**src/hw/rtl/fse_pkg.sv**
```systemverilog
// Package for the fraction sum evaluator.
// Holds character codes, status codes and the controller command/status types.
package fse_pkg;

	localparam logic [7:0] CHAR_PLUS  = 8'h2B;
	localparam logic [7:0] CHAR_MINUS = 8'h2D;
	localparam logic [7:0] CHAR_SLASH = 8'h2F;
	localparam logic [7:0] CHAR_ZERO  = 8'h30;
	localparam logic [7:0] CHAR_NINE  = 8'h39;
	localparam int unsigned RADIX     = 10;

	localparam logic [1:0] ST_OK       = 2'd0;
	localparam logic [1:0] ST_ZERO_DEN = 2'd1;
	localparam logic [1:0] ST_OVERFLOW = 2'd2;

	// Datapath operations requested by the controller.
	typedef enum logic [3:0] {
		OP_NONE    = 4'd0,
		OP_CHAR    = 4'd1,  // digit accumulate or slash
		OP_F_START = 4'd2,  // latch term, check zero denominator
		OP_G1_INIT = 4'd3,  // gcd(n, d) setup
		OP_GCD     = 4'd4,  // start, bit step or swap of the gcd remainder
		OP_DIV_TERM= 4'd5,  // start a division by the gcd (n, d, q or mag)
		OP_DIV     = 4'd6,  // one quotient bit of the divider
		OP_G2_INIT = 4'd7,  // gcd(q, d) setup
		OP_MUL     = 4'd8,  // one product
		OP_ADD     = 4'd9,  // signed add of the products
		OP_G3_INIT = 4'd10, // gcd(mag, l) setup
		OP_COMMIT  = 4'd11, // write reduced sum
		OP_SET_SIGN= 4'd12, // clear term and take sign
		OP_CLEAR   = 4'd13  // end of line reset
	} op_t;

	typedef struct packed {
		op_t        op;
		logic [1:0] sel;     // which division / product
		logic [7:0] chr;
	} fse_cmd_t;

	typedef struct packed {
		logic err;        // sticky error present
		logic gcd_done;   // gcd remainder operand is zero
		logic div_done;   // divider finished
		logic zero_mag;   // folded magnitude is zero
	} fse_stat_t;

endpackage

```
**src/hw/rtl/fraction_sum_evaluator_unit.sv**
```systemverilog
// A character that does not end a term passes through the start state and back to idle. A sign
// or end of line runs a fold through its three gcd loops, divisions, products and add; an
// error or a zero sum ends it sooner, and end of line adds an output state.
// Throughput: one character at a time; the next is taken once the unit is idle and the output is not stalled.
// Reset: arst_n clears the term, the running sum to 0/1 and the error status; the output register is not reset.
// Top level of the fraction sum evaluator. Depends on fse_pkg, fse_ctrl, fse_datapath.
module fraction_sum_evaluator_unit #(
	parameter int VALUE_WIDTH = 32
) (
	input  logic        clk,
	input  logic        arst_n,
	input  logic        in_valid,
	output logic        in_stall,
	input  logic [7:0]  char_code,
	input  logic        end_of_line,
	output logic        out_valid,
	input  logic        out_stall,
	output logic [31:0] numerator,
	output logic [30:0] denominator,
	output logic        is_whole,
	output logic [1:0]  status
);

	fse_pkg::fse_cmd_t  cmd;
	fse_pkg::fse_stat_t stat;
	logic [31:0] r_num;
	logic [30:0] r_den;
	logic        r_whole, out_load;
	logic [1:0]  r_status;

	fse_ctrl u_ctrl (
		.clk, .arst_n, .in_valid, .in_stall, .char_code, .end_of_line,
		.stat, .cmd, .out_valid, .out_stall, .out_load
	);

	fse_datapath #(.VW(VALUE_WIDTH)) u_dp (
		.clk, .arst_n, .cmd, .stat,
		.res_num(r_num), .res_den(r_den), .res_whole(r_whole), .res_status(r_status)
	);

	// Output register holds the result while downstream stalls.
	always_ff @(posedge clk) begin
		if (out_load) begin
			numerator <= r_num; denominator <= r_den;
			is_whole <= r_whole; status <= r_status;
		end
	end

endmodule

```
**src/hw/rtl/fse_datapath.sv**
```systemverilog
// Datapath of the fraction sum evaluator: term and sum registers, a shared
// bit-serial gcd/divider unit and a single multiplier. Depends on fse_pkg.
module fse_datapath #(
	parameter int VW = 32
) (
	input  logic               clk,
	input  logic               arst_n,
	input  fse_pkg::fse_cmd_t  cmd,
	output fse_pkg::fse_stat_t stat,
	output logic [31:0]        res_num,
	output logic [30:0]        res_den,
	output logic               res_whole,
	output logic [1:0]         res_status
);

	localparam logic [VW-1:0] MAXV = {1'b0, {(VW-1){1'b1}}};
	localparam int CW = $clog2(VW + 1);

	logic [VW-1:0] tn_q, td_q, sn_q, sd_q;
	logic          tneg_q, inden_q, sneg_q;
	logic [1:0]    err_q;
	// Fold working registers.
	logic [VW-1:0] n_q, d_q, ga_q, gb_q, qa_q, da_q, l_q, a_q, b_q, mag_q;
	logic          rs_q;
	// Divider registers: dividend shifts out, quotient shifts in.
	logic [VW-1:0] dvd_q, dvs_q, rem_q, quo_q;
	logic [CW-1:0] cnt_q;

	// Digit accumulation with overflow check.
	logic [VW-1:0] acc_src, digit;
	logic [VW+3:0] acc_mul;
	logic [VW+4:0] acc_new;
	logic          acc_ovf;
	logic          is_digit;

	always_comb begin
		is_digit = (cmd.chr >= fse_pkg::CHAR_ZERO) && (cmd.chr <= fse_pkg::CHAR_NINE);
		acc_src  = inden_q ? td_q : tn_q;
		digit    = VW'(cmd.chr - fse_pkg::CHAR_ZERO);
		acc_mul  = (VW+4)'(acc_src) * (VW+4)'(fse_pkg::RADIX);
		acc_new  = (VW+5)'(acc_mul) + (VW+5)'(digit);
		acc_ovf  = acc_new > (VW+5)'(MAXV);
	end

	// Divider step: restoring, one quotient bit per cycle.
	logic [VW:0]   rem_sh;
	logic          rem_ge;
	always_comb begin
		rem_sh = {rem_q, dvd_q[VW-1]};
		rem_ge = rem_sh >= {1'b0, dvs_q};
	end

	// Shared multiplier, one product per command. The common denominator is
	// formed as q*(d/g), which equals (q/g)*d and leaves d free to be reduced.
	logic [VW-1:0]   m_a, m_b;
	logic [2*VW-1:0] m_p;
	always_comb begin
		unique case (cmd.sel)
			2'd0:    begin m_a = sd_q;  m_b = da_q; end
			2'd1:    begin m_a = sn_q;  m_b = da_q; end
			default: begin m_a = n_q;   m_b = qa_q; end
		endcase
		m_p = m_a * m_b;
	end

	// Signed combination of the two cross products.
	logic [VW:0] sum_ab;
	always_comb sum_ab = {1'b0, a_q} + {1'b0, b_q};

	always_comb begin
		stat.err      = err_q != fse_pkg::ST_OK;
		stat.gcd_done = gb_q == '0;
		stat.div_done = cnt_q == '0;
		stat.zero_mag = mag_q == '0;
	end

	always_ff @(posedge clk or negedge arst_n) begin
		if (!arst_n) begin
			tn_q <= '0; td_q <= '0; tneg_q <= 1'b0; inden_q <= 1'b0;
			sn_q <= '0; sd_q <= VW'(1); sneg_q <= 1'b0; err_q <= fse_pkg::ST_OK;
			cnt_q <= '0;
		end else begin
			unique case (cmd.op)
				fse_pkg::OP_CHAR: begin
					if (is_digit) begin
						if (acc_ovf) begin
							if (err_q == fse_pkg::ST_OK) err_q <= fse_pkg::ST_OVERFLOW;
						end else if (inden_q) begin
							td_q <= VW'(acc_new);
						end else begin
							tn_q <= VW'(acc_new);
						end
					end else if (cmd.chr == fse_pkg::CHAR_SLASH) begin
						inden_q <= 1'b1;
					end
				end
				fse_pkg::OP_F_START: begin
					n_q <= tn_q;
					d_q <= inden_q ? td_q : VW'(1);
					if ((inden_q ? td_q : VW'(1)) == '0 && err_q == fse_pkg::ST_OK)
						err_q <= fse_pkg::ST_ZERO_DEN;
				end
				fse_pkg::OP_G1_INIT: begin
					ga_q <= n_q; gb_q <= d_q;
				end
				fse_pkg::OP_G2_INIT: begin
					ga_q <= sd_q; gb_q <= d_q;
				end
				fse_pkg::OP_G3_INIT: begin
					ga_q <= mag_q; gb_q <= l_q;
				end
				fse_pkg::OP_GCD: begin
					// Remainder by the divider unit; sel 3 starts, then step.
					if (cmd.sel == 2'd3) begin
						dvd_q <= ga_q; dvs_q <= gb_q; rem_q <= '0;
						cnt_q <= CW'(VW);
					end else if (cnt_q != '0) begin
						dvd_q <= dvd_q << 1;
						rem_q <= rem_ge ? VW'(rem_sh - {1'b0, dvs_q}) : VW'(rem_sh);
						cnt_q <= cnt_q - 1'b1;
					end else begin
						ga_q <= gb_q; gb_q <= rem_q;
					end
				end
				fse_pkg::OP_DIV_TERM: begin
					// sel picks dividend: 0 n, 1 d, 2 q(sd), 3 mag/l
					unique case (cmd.sel)
						2'd0:    dvd_q <= n_q;
						2'd1:    dvd_q <= d_q;
						2'd2:    dvd_q <= sd_q;
						default: dvd_q <= mag_q;
					endcase
					dvs_q <= ga_q; rem_q <= '0; quo_q <= '0;
					cnt_q <= CW'(VW);
				end
				fse_pkg::OP_DIV: begin
					if (cnt_q != '0) begin
						dvd_q <= dvd_q << 1;
						rem_q <= rem_ge ? VW'(rem_sh - {1'b0, dvs_q}) : VW'(rem_sh);
						quo_q <= {quo_q[VW-2:0], rem_ge};
						cnt_q <= cnt_q - 1'b1;
					end else begin
						unique case (cmd.sel)
							2'd0:    n_q   <= quo_q;
							2'd1:    begin d_q <= quo_q; da_q <= quo_q; end
							2'd2:    qa_q  <= quo_q;
							default: begin
								mag_q <= quo_q;
								dvd_q <= l_q; cnt_q <= CW'(VW);
								rem_q <= '0; quo_q <= '0;
							end
						endcase
					end
				end
				fse_pkg::OP_MUL: begin
					if (m_p > (2*VW)'(MAXV)) begin
						if (err_q == fse_pkg::ST_OK) err_q <= fse_pkg::ST_OVERFLOW;
					end else begin
						unique case (cmd.sel)
							2'd0:    l_q <= VW'(m_p);
							2'd1:    a_q <= VW'(m_p);
							default: b_q <= VW'(m_p);
						endcase
					end
					// da = d/g2 computed into da_q via divider; q stays sd.
				end
				fse_pkg::OP_ADD: begin
					if (sneg_q == tneg_q) begin
						if (sum_ab > {1'b0, MAXV}) begin
							if (err_q == fse_pkg::ST_OK) err_q <= fse_pkg::ST_OVERFLOW;
						end
						mag_q <= VW'(sum_ab);
						rs_q  <= sneg_q;
					end else if (a_q >= b_q) begin
						mag_q <= a_q - b_q; rs_q <= sneg_q;
					end else begin
						mag_q <= b_q - a_q; rs_q <= tneg_q;
					end
				end
				fse_pkg::OP_COMMIT: begin
					if (mag_q == '0) begin
						sn_q <= '0; sd_q <= VW'(1); sneg_q <= 1'b0;
					end else begin
						sn_q <= mag_q; sd_q <= quo_q; sneg_q <= rs_q;
					end
				end
				fse_pkg::OP_SET_SIGN: begin
					tn_q <= '0; td_q <= '0; inden_q <= 1'b0;
					tneg_q <= cmd.chr == fse_pkg::CHAR_MINUS;
				end
				fse_pkg::OP_CLEAR: begin
					tn_q <= '0; td_q <= '0; tneg_q <= 1'b0; inden_q <= 1'b0;
					sn_q <= '0; sd_q <= VW'(1); sneg_q <= 1'b0;
					err_q <= fse_pkg::ST_OK;
				end
				default: ;
			endcase
		end
	end

	// Result view of the current sum; sum magnitude kept unsigned with a sign.
	logic [VW-1:0] sn_signed;
	always_comb begin
		sn_signed  = sneg_q ? VW'(-sn_q) : sn_q;
		res_status = err_q;
		if (stat.err) begin
			res_num = '0; res_den = 31'd1; res_whole = 1'b0;
		end else begin
			res_num   = 32'(VW >= 32 ? sn_signed : {{(32 > VW ? 32 - VW : 1){sn_signed[VW-1]}},
				sn_signed});
			res_den   = 31'(sd_q);
			res_whole = sd_q == VW'(1);
		end
	end

endmodule

```
**src/hw/rtl/fse_ctrl.sv**
```systemverilog
// Controller of the fraction sum evaluator: sequences the datapath through
// a term fold (gcds, divisions, products). Depends on fse_pkg.
module fse_ctrl (
	input  logic               clk,
	input  logic               arst_n,
	input  logic               in_valid,
	output logic               in_stall,
	input  logic [7:0]         char_code,
	input  logic               end_of_line,
	input  fse_pkg::fse_stat_t stat,
	output fse_pkg::fse_cmd_t  cmd,
	output logic               out_valid,
	input  logic               out_stall,
	output logic               out_load
);

	typedef enum logic [14:0] {
		S_IDLE   = 15'h0001,
		S_START  = 15'h0002,
		S_G1I    = 15'h0004,
		S_GCD    = 15'h0008,
		S_DIVI   = 15'h0010,
		S_DIV    = 15'h0020,
		S_G2I    = 15'h0040,
		S_MUL    = 15'h0080,
		S_ADD    = 15'h0100,
		S_G3I    = 15'h0200,
		S_COMMIT = 15'h0400,
		S_DONE   = 15'h0800,
		S_GSTEP  = 15'h1000,
		S_GSTART = 15'h2000,
		S_OUT    = 15'h4000
	} state_t;

	state_t     state_q;
	logic [7:0] chr_q;
	logic       eol_q;
	logic [1:0] phase_q;  // which gcd: 1 term, 2 denominators, 3 result
	logic [1:0] sel_q;
	logic       outv_q;

	logic accept;
	assign in_stall  = state_q != S_IDLE || (outv_q && out_stall);
	assign accept    = in_valid && !in_stall;
	assign out_valid = outv_q;

	logic fold_char;
	always_comb fold_char = chr_q == fse_pkg::CHAR_PLUS || chr_q == fse_pkg::CHAR_MINUS;

	// The sign of the next term is taken only once the fold has used the old one.
	logic done_leave;
	always_comb done_leave = phase_q != 2'd0 || stat.err;

	always_comb begin
		cmd.op = fse_pkg::OP_NONE; cmd.sel = sel_q; cmd.chr = chr_q; out_load = 1'b0;
		unique case (state_q)
			S_IDLE:   begin cmd.chr = char_code; if (accept) cmd.op = fse_pkg::OP_CHAR; end
			S_START:  cmd.op = (fold_char || eol_q) ? fse_pkg::OP_F_START : fse_pkg::OP_NONE;
			S_G1I:    cmd.op = fse_pkg::OP_G1_INIT;
			S_G2I:    cmd.op = fse_pkg::OP_G2_INIT;
			S_G3I:    cmd.op = fse_pkg::OP_G3_INIT;
			S_GSTART: begin cmd.op = fse_pkg::OP_GCD; cmd.sel = 2'd3; end
			S_GSTEP:  cmd.op = fse_pkg::OP_NONE;
			S_GCD:    begin cmd.op = fse_pkg::OP_GCD; cmd.sel = 2'd0; end
			S_DIVI:   cmd.op = fse_pkg::OP_DIV_TERM;
			S_DIV:    cmd.op = fse_pkg::OP_DIV;
			S_MUL:    cmd.op = fse_pkg::OP_MUL;
			S_ADD:    cmd.op = fse_pkg::OP_ADD;
			S_COMMIT: cmd.op = fse_pkg::OP_COMMIT;
			S_DONE:   cmd.op = (done_leave && !eol_q && fold_char) ?
				fse_pkg::OP_SET_SIGN : fse_pkg::OP_NONE;
			S_OUT:    begin cmd.op = fse_pkg::OP_CLEAR; out_load = 1'b1; end
			default:  ;
		endcase
	end

	always_ff @(posedge clk or negedge arst_n) begin
		if (!arst_n) begin
			state_q <= S_IDLE; phase_q <= 2'd0; sel_q <= 2'd0; outv_q <= 1'b0;
			chr_q <= 8'd0; eol_q <= 1'b0;
		end else begin
			if (state_q == S_OUT) outv_q <= 1'b1;
			else if (outv_q && !out_stall) outv_q <= 1'b0;
			unique case (state_q)
				S_IDLE: if (accept) begin
					chr_q <= char_code; eol_q <= end_of_line; state_q <= S_START;
				end
				// Fold is entered on a sign or end of line; first it checks the term.
				S_START: state_q <= (fold_char || eol_q) ? S_DONE : S_IDLE;
				S_DONE: begin
					// Second visit after fold; first visit routes into the fold.
					if (!done_leave) begin
						phase_q <= 2'd1; state_q <= S_G1I;
					end else begin
						phase_q <= 2'd0; sel_q <= 2'd0;
						state_q <= eol_q ? S_OUT : S_IDLE;
					end
				end
				S_G1I: state_q <= S_GSTART;
				S_G2I: state_q <= S_GSTART;
				// The result gcd is skipped after an error or for a zero sum.
				S_G3I: begin
					sel_q <= 2'd3;
					if (stat.err) state_q <= S_DONE;
					else if (stat.zero_mag) state_q <= S_COMMIT;
					else state_q <= S_GSTART;
				end
				S_GSTART: state_q <= stat.gcd_done ? S_DIVI : S_GCD;
				S_GCD: if (stat.div_done) state_q <= S_GSTEP;
				S_GSTEP: state_q <= S_GSTART;
				S_DIVI: state_q <= S_DIV;
				S_DIV: if (stat.div_done) begin
					priority case (1'b1)
						phase_q == 2'd1 && sel_q == 2'd0: begin sel_q <= 2'd1; state_q <= S_DIVI; end
						phase_q == 2'd1: begin sel_q <= 2'd2; phase_q <= 2'd2; state_q <= S_G2I; end
						phase_q == 2'd2 && sel_q == 2'd2: begin sel_q <= 2'd1; state_q <= S_DIVI; end
						phase_q == 2'd2: begin sel_q <= 2'd0; state_q <= S_MUL; end
						default: begin
							// Result divide: mag first, then l (dvd reloaded).
							if (sel_q == 2'd3) begin sel_q <= 2'd2; state_q <= S_DIV; end
							else begin sel_q <= 2'd0; state_q <= S_COMMIT; end
						end
					endcase
				end
				S_MUL: begin
					if (stat.err) begin sel_q <= 2'd0; phase_q <= 2'd3; state_q <= S_DONE; end
					else if (sel_q == 2'd2) begin sel_q <= 2'd0; state_q <= S_ADD; end
					else sel_q <= sel_q + 2'd1;
				end
				// Phase 3 starts after the add; the gcd exit picks the result divide.
				S_ADD: begin
					phase_q <= 2'd3;
					state_q <= stat.err ? S_DONE : S_G3I;
				end
				S_COMMIT: begin phase_q <= 2'd3; state_q <= S_DONE; end
				S_OUT: state_q <= S_IDLE;
				default: state_q <= S_IDLE;
			endcase
		end
	end

endmodule
```
**config.mk**
```make
export PLATFORM = sky130hd
export DESIGN_NAME = fraction_sum_evaluator_unit
export DESIGN_NICKNAME = d
export VERILOG_FILES = /design/src/hw/rtl/fse_pkg.sv /design/src/hw/rtl/fraction_sum_evaluator_unit.sv /design/src/hw/rtl/fse_datapath.sv /design/src/hw/rtl/fse_ctrl.sv
export SDC_FILE = /design/constraint.sdc
export NUM_CORES = 2
export LEC_CHECK = 0
export CORE_UTILIZATION = 55
export CTS_CLUSTER_DIAMETER = 50
export CTS_CLUSTER_SIZE = 20
export DETAILED_ROUTE_END_ITERATION = 7
export DONT_BUFFER_PORTS = 1
export GPL_TIMING_DRIVEN = 0
export PLACE_DENSITY = 0.72
export SYNTH_ARGS = -nofsm -noshare
export SYNTH_HDL_FRONTEND = slang
export SYNTH_SLANG_ARGS = --single-unit
```
**constraint.sdc**
```tcl
create_clock -name clk -period 12.4 [get_ports clk]
set_input_delay 0.62 -clock clk [delete_from_list [all_inputs] [get_ports clk]]
set_output_delay 0.62 -clock clk [all_outputs]
set_load 0.01 [all_outputs]
```
==> key figures <==
Critical path
  • Reg2Reg Depth: around 40
  • Worst-path fanout max: 16
  • CP Capture Type: flip-flop
  • Crit-path most repeated cell: fa_1
  • Capture point of the worst path: u_dp.a_q[11]
  • Setup crit start kind: flip-flop
  • Worst path arrival time: ~13 ns
  • R2R Path Start: u_ctrl.state_q[9]
  • Critical Path Max Stage Delay: about 0.56 ns
  • R2r setup slk: 0.14 ns
  • RR Endpoint: u_dp.a_q[11]
  • Slowest cell on crit path: fa_1
  • Worst setup path start: u_ctrl.state_q[9]
  • Critical Path RT: 12.77 ns
  • Crit path kind: flip-flop to flip-flop

CTS
  • H-tree Lvls: 2
  • Clock buffer count from CTS: ~60
  • Clock slew at reported path FFs: 0.08 ns
  • TritonCTS clock tree: yes
  • Root buffer cell: clkbuf_16
  • Clk_lat worst skew: 0.70 ns
  • CTS Sinks: roughly 680
  • Clk buf depth: 3

Job
  • Max cap viols: 0

Layout
  • Seq. cell area: 19,700 um^2
  • Fillcell total: 11.5k
  • Commonest non-fill, non-tap cell in the layout: nand2_1
  • Final Net Count: approximately 9.6k
  • Synth-to-Final Area Change: 8.86%
  • Commonest non-fill, non-tap cells in the layout: nand2_1, inv_1, fa_1, nor2_1, edfxtp_1
  • Multi-input logic area: roughly 50,000 um^2
  • Final Non-Filler Cells: roughly 10k
  • Layout cell share with drive strength beyond 1: about 7.2%

Floorplan
  • # IOs: between 80 and 90
  • Num rows: between 100 and 150
  • Die H: approximately 370 um
  • Die area: roughly 140,000 um^2
  • Core area: 133,000 um^2
  • Die W: around 370 um
  • Initial core utilization: 55.4%

Timing
  • Fmax: 81.6 MHz
  • Slew HR: under 10%
  • # setup viols final: 0
  • Final hold vios: 0
  • Period utilization: a little over nine tenths
  • Max-slew violation count: 0
  • Slew @ Worst Pin: 1.46 ns
  • Minimum clock period: 12.26 ns
  • Clock skew: roughly 0.045 ns
  • Final worst slack: 0.140 ns

Drt
  • Vias post-DR: 64.8k
  • Avg WL per Cell: between 30 and 40 um
  • Final wirelength: about 300 mm
  • Drc violations: 85
  • DR pass1 iterations: 8
  • Antenna Nets Post-Route: 0
  • DR iter-0 viols: between 9k and 10k
  • Vias per cell: 6.47

Global route
  • First-pass GRT wire length: between 400 and 500 mm
  • Met1 Use GR: 60.6%
  • Pin count of the biggest net entering global routing: 169
  • Met2 GRT Util: between 60% and 70%
  • Vias in the first global route: roughly 62k
  • GRT Residual Overflow: 0
  • Initial antenna violation count: 28
  • GRT Overall Usage: about 44%
  • GRT busiest layer: met1
  • Met3 GRT Util: between 10% and 20%

Placement
  • I/O Buffers: 0
  • Post-Place Worst Slack: -3.06 ns
  • Placed Instances: slightly below 10k
  • GP Congestion: 1.13
  • Final HPWL DP: about 250 mm

Logic synthesis
  • Mapped Nets: 9,482
  • Synth Register Bits: between 600 and 700
  • Register area share after synthesis: 26.7%
  • Library cells used by synthesis: 100
  • Number of flops mapped to enable cells by yosys: 515
  • Ys Warns: 0
  • Mean Syn Cell Area: slightly above 9 um^2
  • Async SR Flop Fraction: 24.6%
  • Gate Count Post-Synth: between 8k and 9k
  • Ys flop type: edfxtp_1
  • Cell Area, Synth: roughly 74,000 um^2

Outcome
  • Failing checks: DRC
  • Status: finished, violations left

Power and ir drop
  • Pwr dens: roughly 86 nW/um^2
  • Peak VDD IR: 123 uV
  • Leak Pwr: 36.2 nW

Min path
  • HP Class: primary input to flip-flop
[critical path, delay by kind of cell (launching register included)]
kind                     cells  cell delay, ns
flip-flops                   1            0.50
adder cells (fa/ha/maj)      9            4.30
AO/OA/AOI/OAI                7            1.82
AND/OR/NAND/NOR             11            2.60
multiplexers                 1            0.40
buffers and inverters       12            2.06
XOR/XNOR                     1            0.18
[layer usage]
layer | wire length [um] | vias to the layer above
li1 | - | 27000
met1 | 113000 | 32000
met2 | 119000 | 4897
met3 | 49800 | 968
met4 | 18500 | 42
met5 | 427 | -
[worst min-delay path by stage]
stage,start,endpoint,slack (ns),cells past startpoint
3_5_place_dp,arst_n,u_dp.td_q[22],0.35,0
6_report,end_of_line,u_ctrl.eol_q,0.05,2
2_1_floorplan,arst_n,u_ctrl.chr_q[0],0.32,0
3_3_place_gp,arst_n,u_dp.td_q[19],0.34,0
4_1_cts,arst_n,u_dp.cnt_q[2],0.02,1
5_1_grt,char_code[3],u_ctrl.chr_q[3],0.04,2
[per-stage QoR]
stage / util [%] / hold slack (ns) / power (mW) / area [um^2] / TNS [ns]
3_5_place_dp: 57.6 / 0.345 / 4.77 / 76800 / -285.53
6_report: 60.3 / 0.0529 / 6.88 / 80300 / 0
5_1_grt: 60.3 / 0.0402 / 7.15 / 80300 / -0.439
3_3_place_gp: 57.0 / 0.345 / 4.70 / 76000 / -460.41
2_1_floorplan: - / 0.324 / 4.14 / 73800 / 0
4_1_cts: 59.8 / 0.0218 / 6.79 / 79700 / 0
[synth_stat cells (all sizes together) (51+ instances only)]
cell	n	area share, %
nand3	87	0.60
ha	485	8.2
xor2	85	1.0
xnor2	100	1.2
inv	1071	5.4
fa	902	24
a222oi	64	0.87
edfxtp	515	21
nand2	1514	7.7
o21a	66	0.67
clkbuf	282	1.4
and2	51	0.43
buf	145	0.95
a21o	104	1.1
dfrtp	166	5.6
nor3	78	0.54
and3	51	0.43
nor2	684	3.5
o21bai	54	0.55
mux2	68	1.0
nand4	59	0.50
mux2i	109	1.5
a21oi	425	2.9
o21ai	331	2.2
[repair_timing]
item | 4_1_cts | 5_1_grt
pin swaps | 6 | 8
hold endpoints to repair | 168 | 1
setup endpoints to repair | 107 | 98
hold buffers | 1 | 1
setup buffers | 18 | 18
gates resized for setup | 226 | 145
[cell type report]
cell class              instances  share of cell area [%]
multi-input cells            5900                    61.4
flip-flops and latches        683                    24.5
inverters                    1072                    5.01
well taps                    1768                    2.75
plain buffers                 404                    2.64
clock buffers                  66                    1.87
repair buffers                 70                    1.16
clock inverters                46                   0.712
diodes                          7                  0.0218
[logic make-up (layout without fill, tap and decap cells)]
group,count (synthesis),in the layout,share of synthesized area [%]
compound gates,1388,1388,12.1
mux,177,177,2.52
fa+ha+maj,1387,1387,32.7
simple gates,2763,2763,16.0
xor+xnor,185,185,2.20
flops,683,683,26.7
buf+inv,1499,1658,7.84
other cells,0,7,0
[report_power, final]
part	total, mW	internal [mW]	switching, mW
Clock	2.05	1.02	1.03
Sequential	2.71	2.56	0.153
Combinational	2.12	0.751	1.37
Power figures use the tool's default switching activity.
